$ cat config.mk
export PLATFORM = sky130hd
export DESIGN_NAME = heap_sort_engine_unit
export DESIGN_NICKNAME = d
export VERILOG_FILES = /design/src/sv/hse_pkg.sv /design/src/sv/heap_sort_engine_unit.sv /design/src/sv/hse_store.sv /design/src/sv/hse_sift.sv
export VERILOG_INCLUDE_DIRS = /design/src /design/src/sv
export SDC_FILE = /design/constraint.sdc
export NUM_CORES = 2
export LEC_CHECK = 0
export ABC_AREA = 1
export BUFFER_PORTS_ARGS = -buffer_cell sky130_fd_sc_hd__buf_4
export CAP_MARGIN = 15
export CORE_MARGIN = 5
export CORE_UTILIZATION = 35
export DETAILED_ROUTE_END_ITERATION = 16
export GPL_ROUTABILITY_DRIVEN = 0
export GPL_TIMING_DRIVEN = 0
export PLACE_DENSITY = 0.53
export SLEW_MARGIN = 20
export SYNTH_ARGS = -nofsm -noshare
export SYNTH_HDL_FRONTEND = slang
export SYNTH_SLANG_ARGS = --single-unit
$ cat constraint.sdc
create_clock -name clk_i -period 7.6 [get_ports clk_i]
set_clock_uncertainty 0.2 [all_clocks]
set_input_delay 0.76 -clock clk_i [delete_from_list [all_inputs] [get_ports clk_i]]
set_output_delay 0.76 -clock clk_i [all_outputs]
set_load 0.03 [all_outputs]
$ cat src/sv/heap_sort_engine_unit_assert.svh
// ----------------------------------------------------------------------------
// Heap sort engine assertion macros
// Shared concurrent assertion forms used by the engine modules.
// ----------------------------------------------------------------------------
`ifndef HEAP_SORT_ENGINE_UNIT_ASSERT_SVH
`define HEAP_SORT_ENGINE_UNIT_ASSERT_SVH

// Same-cycle implication, sampled on clk_i and disabled during reset.
`define HSE_ASSERT_NOW(lbl, ante, cons) \
  lbl: assert property (@(posedge clk_i) disable iff (!rst_ni) (ante) |-> (cons)) \
    else $error("heap sort engine check failed");

// Next-cycle implication, sampled on clk_i and disabled during reset.
`define HSE_ASSERT_NEXT(lbl, ante, cons) \
  lbl: assert property (@(posedge clk_i) disable iff (!rst_ni) (ante) |=> (cons)) \
    else $error("heap sort engine check failed");

`endif

$ cat src/sv/hse_pkg.sv
`timescale 1ns / 1ps
// ----------------------------------------------------------------------------
// Heap sort engine package
// Shared constants, state encodings and interface structs.
// ----------------------------------------------------------------------------
package hse_pkg;

  localparam int unsigned MaxItemsDefault = 64;
  localparam int unsigned DataW = 32;

  typedef enum logic [3:0] {
    TOP_LOAD,
    TOP_BRD,
    TOP_BKEY,
    TOP_BSIFT,
    TOP_XRD0,
    TOP_XRDK,
    TOP_XSWAP,
    TOP_XSIFT,
    TOP_ERD,
    TOP_EOUT
  } top_state_e;

  typedef enum logic [2:0] {
    SIFT_IDLE,
    SIFT_LEFT,
    SIFT_RIGHT,
    SIFT_PICK,
    SIFT_MOVE
  } sift_state_e;

  typedef struct packed {
    logic rd_en;
    logic wr_en;
  } mem_cmd_t;

  typedef struct packed {
    logic busy;
    logic done;
  } sift_stat_t;

endpackage

$ cat src/sv/heap_sort_engine_unit.sv
`timescale 1ns / 1ps
`include "heap_sort_engine_unit_assert.svh"
// ----------------------------------------------------------------------------
// Heap sort engine
// Collects a set of signed values, heap sorts them in place and returns
// them in ascending order.
// ----------------------------------------------------------------------------
// Usage: the input channel (in_valid_i, in_stall_o) carries one value per
// transaction; a transaction with last_i set closes the set. Up to MAX_ITEMS
// values are kept; further ones are dropped and every result of that set
// then carries overflow_o. The output channel (out_valid_o, out_stall_i)
// returns each kept value in ascending order, the final one with last_res_o.
// Loading accepts one value per cycle. After the closing transaction the block
// stalls its input while it builds the heap and extracts the maximum N-1
// times. Each sift-down goes through the shared comparator one heap level
// at a time, in SIFT_LEFT, SIFT_RIGHT, SIFT_PICK and SIFT_MOVE. Results leave
// through a single output register, each read in TOP_ERD and loaded in TOP_EOUT. A
// stall on the output holds that register and pauses the readout; once the
// final result is in the register the input opens for the next set.
// Reset clears the element count, the drop flag behind overflow_o and the
// output valid.
// ----------------------------------------------------------------------------
module heap_sort_engine_unit #(
  parameter int unsigned MAX_ITEMS = hse_pkg::MaxItemsDefault
) (
  input  logic                            clk_i,
  input  logic                            rst_ni,
  input  logic                            in_valid_i,
  output logic                            in_stall_o,
  input  logic signed [hse_pkg::DataW-1:0] value_i,
  input  logic                            last_i,
  output logic                            out_valid_o,
  input  logic                            out_stall_i,
  output logic signed [hse_pkg::DataW-1:0] sorted_value_o,
  output logic                            last_res_o,
  output logic                            overflow_o
);

  localparam int unsigned AddrW = $clog2(MAX_ITEMS);
  localparam int unsigned CntW  = AddrW + 1;
  localparam int unsigned DataW = hse_pkg::DataW;

  hse_pkg::top_state_e state_q, state_d;
  logic [CntW-1:0]  cnt_q, cnt_d;
  logic             drop_q, drop_d;
  logic [AddrW-1:0] idx_q, idx_d;
  logic [DataW-1:0] max_q, max_d;
  logic             out_valid_q, out_valid_d;
  logic [DataW-1:0] sorted_q;
  logic             last_res_q;
  logic             overflow_q;

  logic             in_fire;
  logic [CntW-1:0]  cnt_inc;
  logic             emit_last;
  logic             out_load;
  logic             sift_active;

  hse_pkg::mem_cmd_t top_cmd, mem_cmd, sift_cmd;
  logic [AddrW-1:0]  top_raddr, top_waddr, mem_raddr, mem_waddr;
  logic [AddrW-1:0]  sift_raddr, sift_waddr;
  logic [DataW-1:0]  top_wdata, mem_wdata, sift_wdata, rdata;

  logic              sift_start;
  logic [AddrW-1:0]  sift_hole;
  logic [CntW-1:0]   sift_size;
  logic [DataW-1:0]  sift_key;
  hse_pkg::sift_stat_t sift_stat;

  assign in_stall_o = (state_q != hse_pkg::TOP_LOAD);
  assign in_fire    = in_valid_i && !in_stall_o;
  assign cnt_inc    = cnt_q + CntW'(1);
  assign emit_last  = ({1'b0, idx_q} + CntW'(1)) == cnt_q;
  assign sift_active = (state_q == hse_pkg::TOP_BSIFT) || (state_q == hse_pkg::TOP_XSIFT);

  always_ff @(posedge clk_i or negedge rst_ni) begin
    if (!rst_ni) begin
      state_q     <= hse_pkg::TOP_LOAD;
      cnt_q       <= '0;
      drop_q      <= 1'b0;
      out_valid_q <= 1'b0;
    end else begin
      state_q     <= state_d;
      cnt_q       <= cnt_d;
      drop_q      <= drop_d;
      out_valid_q <= out_valid_d;
    end
  end

  always_ff @(posedge clk_i) begin
    idx_q <= idx_d;
    max_q <= max_d;
    if (out_load) begin
      sorted_q   <= rdata;
      last_res_q <= emit_last;
      overflow_q <= drop_q;
    end
  end

  always_comb begin
    state_d    = state_q;
    cnt_d      = cnt_q;
    drop_d     = drop_q;
    idx_d      = idx_q;
    max_d      = max_q;
    top_cmd    = '0;
    top_raddr  = idx_q;
    top_waddr  = idx_q;
    top_wdata  = max_q;
    sift_start = 1'b0;
    sift_hole  = idx_q;
    sift_size  = cnt_q;
    sift_key   = rdata;
    out_load   = 1'b0;
    case (state_q)
      hse_pkg::TOP_LOAD: begin
        if (in_fire) begin
          if (cnt_q < CntW'(MAX_ITEMS)) begin
            top_cmd.wr_en = 1'b1;
            top_waddr     = cnt_q[AddrW-1:0];
            top_wdata     = value_i;
            cnt_d         = cnt_inc;
          end else begin
            drop_d = 1'b1;
          end
          if (last_i) begin
            if (cnt_d < CntW'(2)) begin
              idx_d   = '0;
              state_d = hse_pkg::TOP_ERD;
            end else begin
              idx_d   = AddrW'((cnt_d - CntW'(1)) >> 1);
              state_d = hse_pkg::TOP_BRD;
            end
          end
        end
      end
      hse_pkg::TOP_BRD: begin
        top_cmd.rd_en = 1'b1;
        state_d       = hse_pkg::TOP_BKEY;
      end
      hse_pkg::TOP_BKEY: begin
        sift_start = 1'b1;
        state_d    = hse_pkg::TOP_BSIFT;
      end
      hse_pkg::TOP_BSIFT: begin
        if (sift_stat.done) begin
          if (idx_q == '0) begin
            idx_d   = AddrW'(cnt_q - CntW'(1));
            state_d = hse_pkg::TOP_XRD0;
          end else begin
            idx_d   = idx_q - AddrW'(1);
            state_d = hse_pkg::TOP_BRD;
          end
        end
      end
      hse_pkg::TOP_XRD0: begin
        top_cmd.rd_en = 1'b1;
        top_raddr     = '0;
        state_d       = hse_pkg::TOP_XRDK;
      end
      hse_pkg::TOP_XRDK: begin
        max_d         = rdata;
        top_cmd.rd_en = 1'b1;
        state_d       = hse_pkg::TOP_XSWAP;
      end
      hse_pkg::TOP_XSWAP: begin
        top_cmd.wr_en = 1'b1;
        sift_start    = 1'b1;
        sift_hole     = '0;
        sift_size     = {1'b0, idx_q};
        state_d       = hse_pkg::TOP_XSIFT;
      end
      hse_pkg::TOP_XSIFT: begin
        if (sift_stat.done) begin
          if (idx_q == AddrW'(1)) begin
            idx_d   = '0;
            state_d = hse_pkg::TOP_ERD;
          end else begin
            idx_d   = idx_q - AddrW'(1);
            state_d = hse_pkg::TOP_XRD0;
          end
        end
      end
      hse_pkg::TOP_ERD: begin
        top_cmd.rd_en = 1'b1;
        state_d       = hse_pkg::TOP_EOUT;
      end
      hse_pkg::TOP_EOUT: begin
        if (!out_valid_q || !out_stall_i) begin
          out_load = 1'b1;
          if (emit_last) begin
            cnt_d   = '0;
            drop_d  = 1'b0;
            state_d = hse_pkg::TOP_LOAD;
          end else begin
            idx_d   = idx_q + AddrW'(1);
            state_d = hse_pkg::TOP_ERD;
          end
        end
      end
      default: begin
        state_d = hse_pkg::TOP_LOAD;
      end
    endcase
  end

  assign out_valid_d = out_load || (out_valid_q && out_stall_i);

  assign mem_cmd   = sift_active ? sift_cmd : top_cmd;
  assign mem_raddr = sift_active ? sift_raddr : top_raddr;
  assign mem_waddr = sift_active ? sift_waddr : top_waddr;
  assign mem_wdata = sift_active ? sift_wdata : top_wdata;

  hse_store #(
    .Depth (MAX_ITEMS),
    .AddrW (AddrW),
    .DataW (DataW)
  ) u_store (
    .clk_i   (clk_i),
    .cmd_i   (mem_cmd),
    .raddr_i (mem_raddr),
    .waddr_i (mem_waddr),
    .wdata_i (mem_wdata),
    .rdata_o (rdata)
  );

  hse_sift #(
    .AddrW (AddrW),
    .DataW (DataW)
  ) u_sift (
    .clk_i   (clk_i),
    .rst_ni  (rst_ni),
    .start_i (sift_start),
    .hole_i  (sift_hole),
    .size_i  (sift_size),
    .key_i   (sift_key),
    .rdata_i (rdata),
    .cmd_o   (sift_cmd),
    .raddr_o (sift_raddr),
    .waddr_o (sift_waddr),
    .wdata_o (sift_wdata),
    .stat_o  (sift_stat)
  );

  assign out_valid_o    = out_valid_q;
  assign sorted_value_o = $signed(sorted_q);
  assign last_res_o     = last_res_q;
  assign overflow_o     = overflow_q;

  `HSE_ASSERT_NOW(a_sift_busy_in_wait, sift_stat.busy, sift_active)
  `HSE_ASSERT_NOW(a_count_in_range, 1'b1, cnt_q <= CntW'(MAX_ITEMS))
  `HSE_ASSERT_NEXT(a_final_result_reloads, out_load && emit_last,
                   state_q == hse_pkg::TOP_LOAD && cnt_q == '0 && out_valid_q)

endmodule

$ cat src/sv/hse_store.sv
`timescale 1ns / 1ps
// ----------------------------------------------------------------------------
// Heap sort engine element store
// Single-port-write, single-port-read memory with registered read data.
// ----------------------------------------------------------------------------
module hse_store #(
  parameter int unsigned Depth = hse_pkg::MaxItemsDefault,
  parameter int unsigned AddrW = $clog2(hse_pkg::MaxItemsDefault),
  parameter int unsigned DataW = hse_pkg::DataW
) (
  input  logic             clk_i,
  input  hse_pkg::mem_cmd_t cmd_i,
  input  logic [AddrW-1:0] raddr_i,
  input  logic [AddrW-1:0] waddr_i,
  input  logic [DataW-1:0] wdata_i,
  output logic [DataW-1:0] rdata_o
);

  logic [DataW-1:0] mem_q [Depth];
  logic [DataW-1:0] rdata_q;

  always_ff @(posedge clk_i) begin
    if (cmd_i.wr_en) begin
      mem_q[waddr_i] <= wdata_i;
    end
    if (cmd_i.rd_en) begin
      rdata_q <= mem_q[raddr_i];
    end
  end

  assign rdata_o = rdata_q;

endmodule

$ cat src/sv/hse_sift.sv
`timescale 1ns / 1ps
`include "heap_sort_engine_unit_assert.svh"
// ----------------------------------------------------------------------------
// Heap sort engine sift-down unit
// Moves a key down from a hole in the heap, one level per pass through
// SIFT_LEFT, SIFT_RIGHT, SIFT_PICK and SIFT_MOVE, using a single shared signed comparator.
// ----------------------------------------------------------------------------
module hse_sift #(
  parameter int unsigned AddrW = $clog2(hse_pkg::MaxItemsDefault),
  parameter int unsigned DataW = hse_pkg::DataW
) (
  input  logic               clk_i,
  input  logic               rst_ni,
  input  logic               start_i,
  input  logic [AddrW-1:0]   hole_i,
  input  logic [AddrW:0]     size_i,
  input  logic [DataW-1:0]   key_i,
  input  logic [DataW-1:0]   rdata_i,
  output hse_pkg::mem_cmd_t  cmd_o,
  output logic [AddrW-1:0]   raddr_o,
  output logic [AddrW-1:0]   waddr_o,
  output logic [DataW-1:0]   wdata_o,
  output hse_pkg::sift_stat_t stat_o
);

  hse_pkg::sift_state_e state_q, state_d;
  logic [AddrW-1:0] hole_q, hole_d;
  logic [AddrW:0]   size_q, size_d;
  logic [DataW-1:0] key_q, key_d;
  logic [DataW-1:0] cand_q, cand_d;
  logic [AddrW-1:0] cidx_q, cidx_d;
  logic             rc_ok_q, rc_ok_d;

  logic [AddrW+1:0] lc_w;
  logic [AddrW+1:0] rc_w;
  logic [AddrW+1:0] size_w;
  logic [DataW-1:0] cmp_a;
  logic [DataW-1:0] cmp_b;
  logic             cmp_gt;
  logic             move_down;

  assign lc_w   = {1'b0, hole_q, 1'b1};
  assign rc_w   = lc_w + (AddrW+2)'(1);
  assign size_w = {1'b0, size_q};

  assign cmp_a  = (state_q == hse_pkg::SIFT_PICK) ? rdata_i : cand_q;
  assign cmp_b  = (state_q == hse_pkg::SIFT_PICK) ? cand_q : key_q;
  assign cmp_gt = $signed(cmp_a) > $signed(cmp_b);

  assign move_down = (state_q == hse_pkg::SIFT_MOVE) && cmp_gt;

  always_ff @(posedge clk_i or negedge rst_ni) begin
    if (!rst_ni) begin
      state_q <= hse_pkg::SIFT_IDLE;
    end else begin
      state_q <= state_d;
    end
  end

  always_ff @(posedge clk_i) begin
    hole_q  <= hole_d;
    size_q  <= size_d;
    key_q   <= key_d;
    cand_q  <= cand_d;
    cidx_q  <= cidx_d;
    rc_ok_q <= rc_ok_d;
  end

  always_comb begin
    state_d     = state_q;
    hole_d      = hole_q;
    size_d      = size_q;
    key_d       = key_q;
    cand_d      = cand_q;
    cidx_d      = cidx_q;
    rc_ok_d     = rc_ok_q;
    cmd_o       = '0;
    raddr_o     = '0;
    waddr_o     = hole_q;
    wdata_o     = key_q;
    stat_o.busy = (state_q != hse_pkg::SIFT_IDLE);
    stat_o.done = 1'b0;
    case (state_q)
      hse_pkg::SIFT_IDLE: begin
        if (start_i) begin
          hole_d  = hole_i;
          size_d  = size_i;
          key_d   = key_i;
          state_d = hse_pkg::SIFT_LEFT;
        end
      end
      hse_pkg::SIFT_LEFT: begin
        if (lc_w >= size_w) begin
          cmd_o.wr_en = 1'b1;
          stat_o.done = 1'b1;
          state_d     = hse_pkg::SIFT_IDLE;
        end else begin
          cmd_o.rd_en = 1'b1;
          raddr_o     = lc_w[AddrW-1:0];
          state_d     = hse_pkg::SIFT_RIGHT;
        end
      end
      hse_pkg::SIFT_RIGHT: begin
        cand_d  = rdata_i;
        cidx_d  = lc_w[AddrW-1:0];
        rc_ok_d = (rc_w < size_w);
        if (rc_w < size_w) begin
          cmd_o.rd_en = 1'b1;
          raddr_o     = rc_w[AddrW-1:0];
        end
        state_d = hse_pkg::SIFT_PICK;
      end
      hse_pkg::SIFT_PICK: begin
        if (rc_ok_q && cmp_gt) begin
          cand_d = rdata_i;
          cidx_d = rc_w[AddrW-1:0];
        end
        state_d = hse_pkg::SIFT_MOVE;
      end
      hse_pkg::SIFT_MOVE: begin
        cmd_o.wr_en = 1'b1;
        if (cmp_gt) begin
          wdata_o = cand_q;
          hole_d  = cidx_q;
          state_d = hse_pkg::SIFT_LEFT;
        end else begin
          stat_o.done = 1'b1;
          state_d     = hse_pkg::SIFT_IDLE;
        end
      end
      default: begin
        state_d = hse_pkg::SIFT_IDLE;
      end
    endcase
  end

  `HSE_ASSERT_NOW(a_start_when_idle, start_i, state_q == hse_pkg::SIFT_IDLE)
  `HSE_ASSERT_NOW(a_done_writes, stat_o.done, cmd_o.wr_en)
  `HSE_ASSERT_NEXT(a_hole_descends, move_down, hole_q > $past(hole_q))

endmodule

### After elaboration in Yosys (flattened, before gate mapping)

Memories as Yosys holds them, arrays and structs flattened. A register that Yosys moved wholly into a read port is not among the register bits.
Index checks and enable logic that the tools add are counted.

| word-level totals | value |
|---|---|
| register bits | 172 |
| bits in latches | 0 |
| RAM bits | 2048 |
| ROM bits | 0 |
| input bits | 37 |
| output and inout bits | 36 |
| word-level logic and storage cells | 161 |
| memories | 1 |

| cells by class | value |
|---|---|
| add/subtract/negate cells | 7 |
| multipliers | 0 |
| div/mod/pow operators | 0 |
| magnitude comparators | 5 |
| equal/unequal tests | 26 |
| shift-type cells | 0 |
| muxes and demuxes | 79 |
| bitwise logic cells | 0 |
| reductions and logical operators | 26 |

Memories:

| memory | depth | width | read ports | clocked after Yosys merged registers in | wr ports | line | RTL |
|---|---|---|---|---|---|---|---|
| u_store.mem_q | 64 | 32 | 1 | 1 | 1 | hse_store.sv:19 | `logic [DataW-1:0] mem_q [Depth];` |

Operators with widths:

| cell | count |
|---|---|
| $mux W32 | 9 |
| $mux W6 | 22 |
| $pmux W32 S2 | 1 |
| $mux W7 | 6 |
| $pmux W4 S10 | 1 |
| $pmux W6 S2 | 3 |
| $gt A32 B32 Y1 | 1 |
| $mux W4 | 8 |
| $pmux W6 S4 | 1 |
| $ne A2 B2 Y1 const B | 10 |
| $mux W1 | 17 |
| $eq A4 B3 Y1 const B | 4 |
| $pmux W3 S5 | 1 |
| $pmux W7 S2 | 1 |
| $sub A6 B1 Y6 const B | 2 |
| $pmux W1 S2 | 5 |
| $reduce_and A5 Y1 | 2 |
| $add A7 B1 Y8 const B | 1 |
| $eq A4 B2 Y1 const B | 2 |
| $eq A4 B4 Y1 const B | 2 |
| $lt A8 B7 Y1 | 1 |
| $reduce_bool A4 Y1 | 2 |
| $add A6 B1 Y7 const B | 1 |
| $add A7 B1 Y7 const B | 1 |
| 27 further kinds | 39 |

### Depth between registers and ports, before layout

| depth | value |
|---|---|
| depth in word-level cells | 10 |
| depth in mapped cells | 23 |
| gate-level depth less buffers | 21 |

### By module

Synthesis repeated with hierarchy kept, for this count alone.

| second synthesis, totals | value |
|---|---|
| cell total of the unflattened synthesis | 7905 |
| area total of the unflattened synthesis | 93229.4 sq um |

Modules (own cells, without submodules):

| module | instances | cells an instance | area an instance (sq um) | sequential area each (sq um) |
|---|---|---|---|---|
| hse_store | 1 | 6769 | 83058.4 | 62459.9 |
| hse_sift | 1 | 577 | 5391.4 | 2597.5 |
| heap_sort_engine_unit | 1 | 559 | 4779.6 | 2487.4 |

### Worst setup path after synthesis

No wires, ideal clock.

| timing | value |
|---|---|
| path kind | register to register |
| from | register u_sift.state_q[1] |
| to | register u_sift.cand_q[0], enable pin |
| library setup time | 486 ps |
| arrival | 5467 ps |
| path slack | 1447 ps |
| cell stages (with the launch flop) | 17 |
| path buffers | 2 |
| clock period less this slack | 6153 ps |
| path through | dfrtp_1 -> inv_1 -> nor3_1 -> clkbuf_1 -> clkbuf_1 -> o21ai_0 -> ha_1 -> nand2_1 -> nor4_1 -> inv_1 -> o21ai_0 -> nand2_1 -> nand2_1 -> nand2_1 -> nand2_1 -> nand2_1 -> o21ai_0 |

| on the way | value |
|---|---|
| longest elaborated chain between the ends | 6 |

Ends and longest elaborated chain:

| element | line | RTL |
|---|---|---|
| start, declared | hse_sift.sv:26 | `hse_pkg::sift_state_e state_q, state_d;` |
| start signal, assigned | hse_sift.sv:54 | `state_q <= hse_pkg::SIFT_IDLE;` |
| start signal, assigned | hse_sift.sv:56 | `state_q <= state_d;` |
| $eq A3 B2 Y1 | hse_sift.sv:46, hse_sift.sv:47, hse_sift.sv:83 |  |
| $mux W32, on equally long branches | hse_sift.sv:46, hse_sift.sv:47 |  |
| $gt A32 B32 Y1 | hse_sift.sv:48 | `assign cmp_gt = $signed(cmp_a) > $signed(cmp_b);` |
| $logic_and A1 B1 Y1 | hse_sift.sv:114 | `if (rc_ok_q && cmp_gt) begin` |
| $ne A2 B2 Y1 (no source line) | -- |  |
| $reduce_and A2 Y1 (no source line) * | -- |  |
| end signal, assigned | hse_sift.sv:64 | `cand_q <= cand_d;` |
| end, declared | hse_sift.sv:30 | `logic [DataW-1:0] cand_q, cand_d;` |

Every way passes the cells marked *; elsewhere a longest branch is shown, timed or not.
A chain may end at the register's enable or synchronous reset.

### Final worst setup path

| timing | value |
|---|---|
| from | register u_sift.state_q[1] |
| to | memory u_store.mem_q[25][14] (data pin) |

| on the way | value |
|---|---|
| longest elaborated chain between the ends | 6 |

Ends and longest elaborated chain:

| element | line | RTL |
|---|---|---|
| $eq A3 B2 Y1 | hse_sift.sv:46, hse_sift.sv:47 |  |
| $mux W32, on equally long branches | hse_sift.sv:46, hse_sift.sv:47 |  |
| $gt A32 B32 Y1 | hse_sift.sv:48 |  |
| $mux W32 | hse_sift.sv:122 | `if (cmp_gt) begin` |
| $mux W32 * | hse_sift.sv:83 | `case (state_q)` |
| $mux W32 * | heap_sort_engine_unit.sv:212 | `assign mem_wdata = sift_active ? sift_wdata : top_wdata;` |
| via mem_wdata[14] | heap_sort_engine_unit.sv:62 | `logic [DataW-1:0] top_wdata, mem_wdata, sift_wdata, rdata;` |
| end, declared | hse_store.sv:19 |  |

Mark *: on every way through the listed nets, which the timed path passes. The rest lies on a longest branch.

==> flow_summary.yaml <==
grt:
  grt_pass1_vias: 66332
  grt_first_pass_wirelength_um: 492000
  grt_antenna_before_repair: 31
  track_usage_pct: 24.0
  grt_max_degree: 60
  grt-ovfl-total: 0
power:
  p_leak_nw: 37.1
  p_total_mw: 24.4
  powerDensity_mw_per_mm2: 217
  vdd_drop_max_uv: 176
place:
  dpl.hpwl_um: 250000
  dp_cells: 12807
  port-buffer-count: 72
  place_ws_ns: 0.793
synthesis:
  synth.largest_area_cell: "edfxtp_1"
  synthTopCellsByArea: "edfxtp_1 (70%), nand2_1 (17%), nand3_1 (6.3%), buf_2 (1.8%), o21ai_0 (0.76%)"
  syn_area_per_cell_um2: 10.7
  synth_seq_cells: 2252
  synth_top_area_share_pct: 70.0
  yosys_warnings: 0
  yosys_most_used_dff: "edfxtp_1"
  synth_edf_count: 2236
  ys_async_sr_fraction_pct: 0.710
  postSynthNetCount: 9086
  syn_inst: 8998
  ys_types: 45
  yosysSeqAreaShare_pct: 70.5
  syn_area_mm2: 0.0959
run:
  max_cap_viol_count: 0
clock_tree:
  htreeDepth: 4
  ctsRootBufferMaster: "clkbuf_16"
  cts.sinks: 2252
  cts_tree: "built"
  post_cts_buffers: 0
  max-clock-path-buffers: 3
  clkTransAtPathRegs_ns: 0.06
  numCtsBuffers: 228
  insertion_delay_ns: 0.89
finish:
  multi_input_area_mm2: 0.0261
  regArea_mm2: 0.0675
  fillers: 25777
  final_nets: 9538
  final_common_cell: "nand2_1"
  syn_to_final_growth_pct: 17.3
  final_cell_mix: "nand2_1 (4317), edfxtp_1 (2236), nand3_1 (1210)"
  layout-drive-gt1-share_pct: 10.5
  stdcell_count: 13256
die:
  num_rows: 192
  fp.dieW_um: 533
  die_h_um: 533
  io_pins: 73
  start_util_pct: 35.1
  die_area_mm2: 0.284
  core-area_mm2: 0.273
critical_path:
  slowest_delay_ns: 0.70
  crit_required_ns: 7.93
  critPathArrivalTime_ns: 7.32
  cp-end-kind: "flip-flop"
  path_max_fanout: 33
  worstPathCellList: "inv_1 > nor3_2 > clkbuf_1 > clkbuf_1 > o21ai_0 > ha_1 > nand4_1 > inv_1 > nand2_1 > nor4_1 > nand2_1 > nand2_1 > nand2_1 > nand2_1 > nand2_1 > inv_1 > buf_1 > nand3_1 > nand3_1 > nand2_4 > buf_12"
  crit_top_cell: "nand2_1"
  path_class: "flip-flop to flip-flop"
  cp-start-kind: "flip-flop"
  cpMaxStageDelayCell: "nor3_2"
sta:
  max_freq_mhz: 143
  final.period_utilization_pct: 91.9
  finalCriticalPeriod_ns: 6.99
  rsz0062_at_grt: "false"
  finalSetupViolCount: 0
  timing.final.ws_setup_ns: 0.612
  max_slew_margin_pct: 13.8
  hold_viol_final: 0
  final_max_slew_viol_count: 0
  worstMarginPinSlew_ns: 1.29
drt:
  ant_nets: 0
  vias: 71320
  via_per_inst: 5.38
  finalWirelength_um: 353000
  first_iter_violations: 9849
  first_pass_iters: 8
  drc: 0
  wl_per_cell_um: 26.7
status:
  status: "complete, no violations"
hold_path:
  min_path_type: "input pin to async pin"
[repair_timing]
action	in CTS	in global routing
endpoints found under the hold margin	17	0
gates resized for setup	0	0
hold buffers	2	0
endpoints found under the setup margin	0	0
[state kept, by name, indices dropped and copies added, names as in the netlist, 3 cells and up]
| signal | count |
|---|---|
| max_q | 32 |
| u_sift.size_q | 7 |
| idx_q | 6 |
| u_sift.waddr_o | 6 |
| cnt_q | 7 |
| u_sift.key_q | 32 |
| state_q | 4 |
| u_store.rdata_o | 32 |
| u_sift.cand_q | 32 |
| sorted_value_o | 32 |
| u_sift.state_q | 3 |
| u_sift.cidx_q | 6 |
| u_store.mem_q | 2048 |
[logic make-up (layout without fill, tap and decap cells)]
kind of cell,Yosys count,after routing,share of synthesized area (%)
simple gates,5783,5783,24.3
buf+inv,677,1329,3.13
compound gates,209,209,1.17
flops,2252,2252,70.5
xor+xnor,26,26,0.238
fa+ha+maj,51,51,0.666
other cells,0,17,0
[per-layer routing]
metal | wire length, um | share of wire, % | vias up | global-route usage, %
li1 | - | - | 31438 | -
met1 | 143000 | 40 | 35243 | 32.7
met2 | 156000 | 44 | 3864 | 36.8
met3 | 36600 | 10 | 767 | 5.76
met4 | 17800 | 5.1 | 8 | 10.2
met5 | 149 | 0.042 | - | 0.283
[power by group]
part | internal (mW) | switching (mW)
Combinational | 0.0123 | 0.00595
Clock | 6.09 | 4.88
Sequential | 13.4 | 0.0000000000000000112
Total | 19.5 | 4.89
[stage by stage]
stage | area (um2) | util, % | setup TNS [ns] | hold slack, ns
after detailed placement | 105000 | 38.5 | 0 | 0.246
after floorplan | 95900 | - | 0 | 0.225
after global placement | 101000 | 36.9 | -2519.57 | 0.243
final | 112000 | 41.2 | 0 | 0.0825
after global routing | 112000 | 41.2 | 0 | 0.0691
after CTS | 112000 | 41.2 | 0 | 0.0277
[synthesized netlist by cell type, types with 2 or more instances]
cell type / count
inv_2: 6
o31ai_1: 9
a221oi_1: 2
clkinv_1: 5
dfrtp_1: 16
o21ai_1: 8
nor4_1: 2
nand2_2: 3
a21oi_1: 29
buf_6: 3
nor2_1: 188
o221ai_1: 3
nand3_1: 1210
inv_1: 150
xor2_1: 24
xnor2_1: 2
buf_1: 44
buf_2: 343
clkbuf_1: 124
or2_2: 2
o211ai_1: 2
buf_4: 2
o21ai_0: 146
a31oi_1: 3
edfxtp_1: 2236
nand4_1: 12
ha_1: 51
nand2_1: 4349
nor3_1: 7
nor2_2: 2
[final cells by class]
cell class                 count  share of cell area, %
antenna                       17                 0.0378
clock buffer                 289                   5.33
multi-input combinational   6069                   23.2
timing repair buffer         222                   3.64
sequential                  2252                   60.0
inverter                     161                  0.537
clock inverter               141                   1.08
buffer                       516                   2.13
tap                         3589                   3.99
[worst paths after layout]
check / from / endpoint / slack, ns / cells past startpoint
max: u_sift.state_q[1]$_DFFE_PN0P_ / u_store.mem_q[25][14]$_DFFE_PP_ / 0.61 / 21
min: rst_ni / drop_q$_DFFE_PN0P_ / 0.08 / 2
max reg2reg: u_sift.state_q[1]$_DFFE_PN0P_ / u_store.mem_q[25][14]$_DFFE_PP_ / 0.61 / 21
min reg2reg: drop_q$_DFFE_PN0P_ / overflow_o$_DFFE_PP_ / 0.26 / 0
max in group asynchronous: rst_ni / cnt_q[2]$_DFFE_PN0P_ / 6.88 / 2
min in group clk_i: last_i / state_q[1]$_DFFE_PN0P_ / 0.24 / 6
[worst max-delay path: cells and delay by family, from the launching register on]
kind	cells	cell delay, ns
and+or+nand+nor	12	2.68
DFF	1	0.43
AOI/OAI and AO/OA	1	0.19
adders and majority gates	1	0.39
buffers and inverters	7	2.59
Power figures use the tool's default switching activity.
